===== src/rgb3k_pkg.sv =====
// Shared types and constants for the RGB 3x3 kernel filter.
package rgb3k_pkg;

	typedef enum logic [1:0] {
		K_EDGE    = 2'd0,
		K_SHARPEN = 2'd1,
		K_BOX     = 2'd2,
		K_GAUSS   = 2'd3
	} kern_t;

	typedef enum logic [2:0] {
		REG_KERNEL  = 3'd0,
		REG_WIDTH   = 3'd1,
		REG_HEIGHT  = 3'd2,
		REG_X_START = 3'd3,
		REG_Y_START = 3'd4,
		REG_X_END   = 3'd5,
		REG_Y_END   = 3'd6
	} cfg_idx_t;

	localparam int CFG_IDX_W  = 3;
	localparam int CFG_DATA_W = 12;
	localparam int CNT_W      = 12;
	localparam int CMP_W      = 14;

	localparam logic [CNT_W-1:0] ROW_MAX = '1;

	// floor(x/9) == (x*BOX_RECIP) >> BOX_SHIFT for x < 32768
	localparam logic [12:0] BOX_RECIP = 13'd7282;
	localparam int          BOX_SHIFT = 16;

	typedef logic [23:0]     pix_t;
	typedef logic [8:0][7:0] chan9_t;

endpackage


===== src/rgb3k_chan.sv =====
// One color channel of the 3x3 kernel arithmetic: group sums, kernel combine, scale and clamp.
module rgb3k_chan (
	input  logic             clk,
	input  logic             en,
	input  rgb3k_pkg::kern_t kern,
	input  rgb3k_pkg::chan9_t win,
	output logic [7:0]       res
);
	import rgb3k_pkg::*;

	logic [7:0]         ctr_s3;
	logic [9:0]         side_s3;
	logic [9:0]         corner_s3;
	logic signed [13:0] c_x, sd_x, cr_x, comb;
	logic signed [12:0] sum_s4;
	logic [12:0]        sum_u;
	logic [11:0]        box_in;
	logic [24:0]        box_prod;
	logic [12:0]        gauss_q;
	logic signed [13:0] scaled;

	always_ff @(posedge clk) begin
		if (en) begin
			ctr_s3    <= win[4];
			side_s3   <= 10'(win[1]) + 10'(win[3]) + 10'(win[5]) + 10'(win[7]);
			corner_s3 <= 10'(win[0]) + 10'(win[2]) + 10'(win[6]) + 10'(win[8]);
		end
	end

	always_comb begin
		c_x  = signed'({6'd0, ctr_s3});
		sd_x = signed'({4'd0, side_s3});
		cr_x = signed'({4'd0, corner_s3});
		unique case (kern)
			K_EDGE:    comb = (c_x <<< 3) - sd_x - cr_x;
			K_SHARPEN: comb = (c_x <<< 2) + c_x - sd_x;
			K_BOX:     comb = c_x + sd_x + cr_x;
			K_GAUSS:   comb = (c_x <<< 2) + (sd_x <<< 1) + cr_x;
			default:   comb = '0;
		endcase
	end

	always_ff @(posedge clk) begin
		if (en) begin
			sum_s4 <= 13'(comb);
		end
	end

	always_comb begin
		sum_u    = unsigned'(sum_s4);
		box_in   = 12'(sum_u + 13'd4);
		box_prod = 25'(box_in) * 25'(BOX_RECIP);
		gauss_q  = (sum_u + 13'd8) >> 4;
		unique case (kern)
			K_BOX:   scaled = signed'(14'(box_prod[24:BOX_SHIFT]));
			K_GAUSS: scaled = signed'({1'b0, gauss_q});
			default: scaled = 14'(sum_s4);
		endcase
		if (scaled < 14'sd0) begin
			res = 8'd0;
		end else if (scaled > 14'sd255) begin
			res = 8'd255;
		end else begin
			res = scaled[7:0];
		end
	end

endmodule


===== config.mk =====
export PLATFORM = sky130hd
export DESIGN_NAME = rgb3k_chan
export DESIGN_NICKNAME = d
export VERILOG_FILES = /design/src/rgb3k_pkg.sv /design/src/rgb3k_chan.sv
export SDC_FILE = /design/constraint.sdc
export NUM_CORES = 1
export LEC_CHECK = 0
export BUFFER_PORTS_ARGS = -buffer_cell sky130_fd_sc_hd__buf_2
export CAP_MARGIN = 20
export CORE_ASPECT_RATIO = 1.4
export CORE_MARGIN = 3
export CORE_UTILIZATION = 54
export CTS_CLUSTER_DIAMETER = 30
export DETAILED_ROUTE_END_ITERATION = 16
export PLACE_DENSITY_LB_ADDON = 0.25
export REMOVE_ABC_BUFFERS = 1
export SYNTH_ARGS = -nofsm -noshare
export SYNTH_HDL_FRONTEND = slang
export SYNTH_SLANG_ARGS = --single-unit
export TNS_END_PERCENT = 100

===== constraint.sdc =====
create_clock -name clk -period 11.27 [get_ports clk]
set_input_delay 0.5635 -clock clk [delete_from_list [all_inputs] [get_ports clk]]
set_output_delay 0.5635 -clock clk [all_outputs]
set_load 0.1 [all_outputs]

# Yosys cells after proc, flatten, opt, wreduce, memory -nomap -nowiden
# Index checks and enable logic that the tools add are counted.
[classes] n_addsub=16 n_mul=1 order_cmp=2 eq_ne=3 n_mux=4 reduce_logical=1
[op_table] cell="one-hot mux 13 bit (4 select lines)" count=1
[op_table] cell="one-hot mux 14 bit (2 select lines)" count=1
[op_table] cell="multiplier 12 x 12 -> 24 bit (second input constant)" count=1
[op_table] cell="subtractor 11 x 10 -> 12 bit" count=2
[op_table] cell="adder 10 x 8 -> 10 bit" count=2
[op_table] cell="adder 9 x 8 -> 10 bit" count=2
[op_table] cell="adder 8 x 8 -> 9 bit" count=2
[op_table] cell="2-to-1 mux 8 bit" count=2
[op_table] cell="greater-than comparator 14 x 9 -> 1 bit (second input constant)" count=1
[op_table] cell="less-than comparator 14 x 1 -> 1 bit (second input constant)" count=1
[op_table] cell="adder 12 x 10 -> 13 bit" count=1
[op_table] cell="adder 13 x 4 -> 13 bit (second input constant)" count=1
[op_table] cell="subtractor 12 x 11 -> 13 bit" count=1
[op_table] cell="adder 10 x 11 -> 12 bit" count=1
[op_table] cell="adder 11 x 10 -> 12 bit" count=1
[op_table] cell="adder 12 x 3 -> 12 bit (second input constant)" count=1
[op_table] cell="adder 10 x 8 -> 11 bit" count=1
[op_table] cell="adder 8 x 10 -> 11 bit" count=1
[op_table] cell="equality test 2 bit (second input constant)" count=2
[op_table] cell="equality test 2 x 1 -> 1 bit (second input constant)" count=1
[op_table] cell="logical NOT 2 bit" count=1
[totals] reg_bits=41 in_bits=76 word_cells=31

# Longest topological paths before layout
[logic_depth] ltp_word=6 mapped_depth=23 mapped_depth_nobuf=23

# Least setup slack after synthesis
# Ideal clock, no wire load.
[synth_path] path_kind="reg2out" start="register sum_s4[3]" end="output port res[0]" arrival_ps=6332 required_ps=10707 slack_ps=4375 path_stages_with_launch=23 path_cell_list="edfxtp_1 ha_1 nand2_1 nor2_1 nand2_1 xor2_1 inv_1 ha_1 ha_1 inv_1 fa_1 inv_1 fa_1 inv_1 fa_1 inv_1 ha_1 o21ai_0 a21oi_1 nand4_1 a31oi_1 mux2i_1 o2111ai_1"
[synth_between] elab_chain_len=6 elab_cells_between_ends=8 classes_between="add/sub: 2; mul: 1; order compare: 2; mux: 3"
[synth_rtl] item="start, declared" line="rgb3k_chan.sv:15" rtl="logic signed [12:0] sum_s4;"
[synth_rtl] item="start signal, assigned" line="rgb3k_chan.sv:45" rtl="sum_s4 <= 13'(comb);"
[synth_rtl] item="adder 12 x 3 -> 12 bit" line="rgb3k_chan.sv:51" rtl="box_in = 12'(sum_u + 13'd4);"
[synth_rtl] item="multiplier 12 x 12 -> 24 bit" line="rgb3k_chan.sv:52" rtl="box_prod = 25'(box_in) * 25'(BOX_RECIP);"
[synth_rtl] item="one-hot mux 14 bit (2 select lines) *" line="rgb3k_chan.sv:54" rtl="unique case (kern)"
[synth_rtl] item="greater-than comparator 14 x 9 -> 1 bit" line="rgb3k_chan.sv:61" rtl="end else if (scaled > 14'sd255) begin"
[synth_rtl] item="2-to-1 mux 8 bit" line="rgb3k_chan.sv:61"
[synth_rtl] item="2-to-1 mux 8 bit *" line="rgb3k_chan.sv:59" rtl="if (scaled < 14'sd0) begin"
[synth_rtl] item="end, declared" line="rgb3k_chan.sv:7" rtl="output logic [7:0] res"
# Every way passes the cells marked *; elsewhere a longest branch is shown, timed or not.

# Worst setup path in the final report
# Ends and elaborated chain as after synthesis.

==> metrics <==
CTS tree yes; cell taking the most area after synthesis ha_1; number of diodes 0; die width ~110 um; Fillers between 1,000 and 1,500; # DRC 0; number of global-route vias before repair 6,543; hold-fix buffer count after cts 0; Max-slew headroom 37.44%; antenna violations before repair 0; kind of critical path register to primary output; top-count cell post-synth ha_1; total CTS buffers 5; Die ar. ~16,000 um^2; CP max-delay cell mux2i_1; worst path cell trace ha_1, nand2_1, nor2_1, nand2_1, xor2_1, inv_1, ha_1, ha_1, inv_1, fa_1, inv_1, fa_1, inv_1, fa_1, inv_1, ha_1, o21ai_0, a21oi_1, nand4_1, a31oi_1, mux2i_1, o2111ai_1, buf_2; Reg-to-Reg End sum_s4[11]; first-pass GRT wire length approximately 30,000 um; count of final max-slew check failures 0; via count ~6,000; # clock sinks roughly 40; TritonRoute pass-1 iters 4; Worst setup SP type register; fin cells approximately 1,100; Post-synth EDFFs 41; CTS Buffer Depth 2; GP Congestion slightly below 1; DR vias/cell between 5 and 6; final hold vios 0; share of cells above drive strength 1 12.58%; minimum clock period about 7.5 ns; reg2reg setup slack ~7.4 ns; I/O pin count between 80 and 90; Initial Util 56.07%; WL per Instance ~17 um; highest clock rate approximately 130 MHz; unrepaired setup endpoints after global routing no; Main synth FF type edfxtp_1; largest net degree at the start of global routing 42; final setup vio count 0; Root Buffer clkbuf_16; post-DP HPWL approximately 16,000 um; GRT Total Usage between 20% and 30%; Worst path max stage delay about 0.63 ns; status finished, final reports clean; Iter 0 DRT Violations around 270; routed wire length ~18,000 um; Worst Hold Class primary input to register; layout overhead on the synthesized area 9.231%; CP most frequent cell inv_1; FF-to-FF Start ctr_s3[0]; Hold Path Cell Cnt 1; core area 14,170 um^2; cell count after synthesis 812; Req. time, crit path ~11 ns; Setup Skew between 0.004 and 0.005 ns; launch point of the worst hold path win[38]; Post-DRT Antenna Nets 0; nets around 1,200; max cap viols 0; Worst-Skew Late Latency a little under 0.3 ns; CP Capture Type primary output; period utilization 66.22%; Reg clk slew, reported paths roughly 0.06 ns; post-cts sizing count 0; row count 51; Synth top cells by count ha_1 (147), inv_1 (113), fa_1 (80), xnor2_1 (56), nor2_1 (53); Placed Cells between 1,000 and 1,500; post-synth cell types 64; total congestion overflow 0; Synth warnings 0; cells on worst reg2reg path 14; Die Y about 150 um; Syn Area/Cell 9.782 um^2; Yosys top cell area share 23.16%; Final TNS setup 0 ns; IO Port Bufs 83; sequential area share after synthesis between 10% and 20%; Post-CTS Setup Inserts 0; Worst Max-Slew Pin Slew around 0.94 ns; crit-path max FO 8; synth top area cells ha_1 (23%), fa_1 (20%), edfxtp_1 (16%), xnor2_1 (6.2%), inv_1 (5.3%); worst hold endpoint ctr_s3[6]; Synth async-reset ratio 0%; Yosys reg bits 41; Synth Cell Area roughly 7900 um^2; CP Data Arrival Time about 6.9 ns; H-Tree Depth 2
[worst max-delay path, delay by kind of cell (launching register included)]
kind	cells	cell delay, ns
flops	1	0.50
simple gates	4	0.61
mux	1	0.63
xor+xnor	1	0.43
compound gates	4	0.93
fa+ha+maj	7	2.77
buf+inv	6	0.72
[state kept, by name (all words and copies together), names as in the netlist]
signal     count
corner_s3     10
ctr_s3         8
side_s3       10
sum_s4        13
[cell usage in the layout (no fill, tap or decap), types with 8 or more instances in the layout]
cell        n
o21ai_0    35
edfxtp_1   41
xor2_1     22
o21a_1      8
nor3_1     18
xnor2_1    56
mux4_2      8
nand2_1    31
buf_2      83
nand3_1    18
a21o_1     19
ha_1      147
nand4_1     8
a21oi_1    42
nor2b_1     8
nor2_1     53
mux2i_1     8
inv_1     113
fa_1       80
[logic make-up after synthesis]
family	synth area share, %
AO/OA/AOI/OAI	12.78
XOR/XNOR	8.601
adder cells (fa/ha/maj)	43.32
buffers and inverters	6.049
flip-flops	15.50
multiplexers	3.277
AND/OR/NAND/NOR	10.48
[layout make-up]
type / count / area (um^2) / area share, %
tap: 185 / 231.5 / 2.668
timing repair buffer: 83 / 415.4 / 4.788
inverter: 113 / 424.2 / 4.889
sequential: 41 / 1231 / 14.19
clock buffer: 5 / 125.1 / 1.442
multi-input combinational: 645 / 6231 / 71.82
clock inverter: 3 / 17.52 / 0.2019
[stage by stage]
step	setup WS, ns	utilization (%)	area (um^2)	hold WS [ns]
floorplan	4.376	-	7886	0.6538
global placement	4.220	60.24	8533	0.6984
detailed placement	4.061	60.24	8533	0.7416
CTS	3.756	61.24	8676	0.4410
global route	3.343	61.24	8676	0.4384
finish	3.807	61.24	8676	0.4427
[routing by layer]
metal	share of wire, %	vias to the layer above	global-route usage [%]
met5	0	-	0
met4	4.2	0	9.728
met3	2.1	46	2.115
met2	57	113	47.77
met1	37	2893	23.24
li1	-	2990	-
[worst max-delay path by stage]
stage,from,endpoint,slack (ns),depth (start not counted)
3_5_place_dp,sum_s4[3],res[0],4.06,23
6_report,sum_s4[3],res[0],3.81,23
2_1_floorplan,sum_s4[3],res[0],4.38,22
5_1_grt,sum_s4[3],res[0],3.34,23
4_1_cts,sum_s4[3],res[0],3.76,23
3_3_place_gp,sum_s4[3],res[0],4.22,23
Power is not shown: default switching activity piles up to over one toggle a cycle in this logic, so the estimate is an artifact.
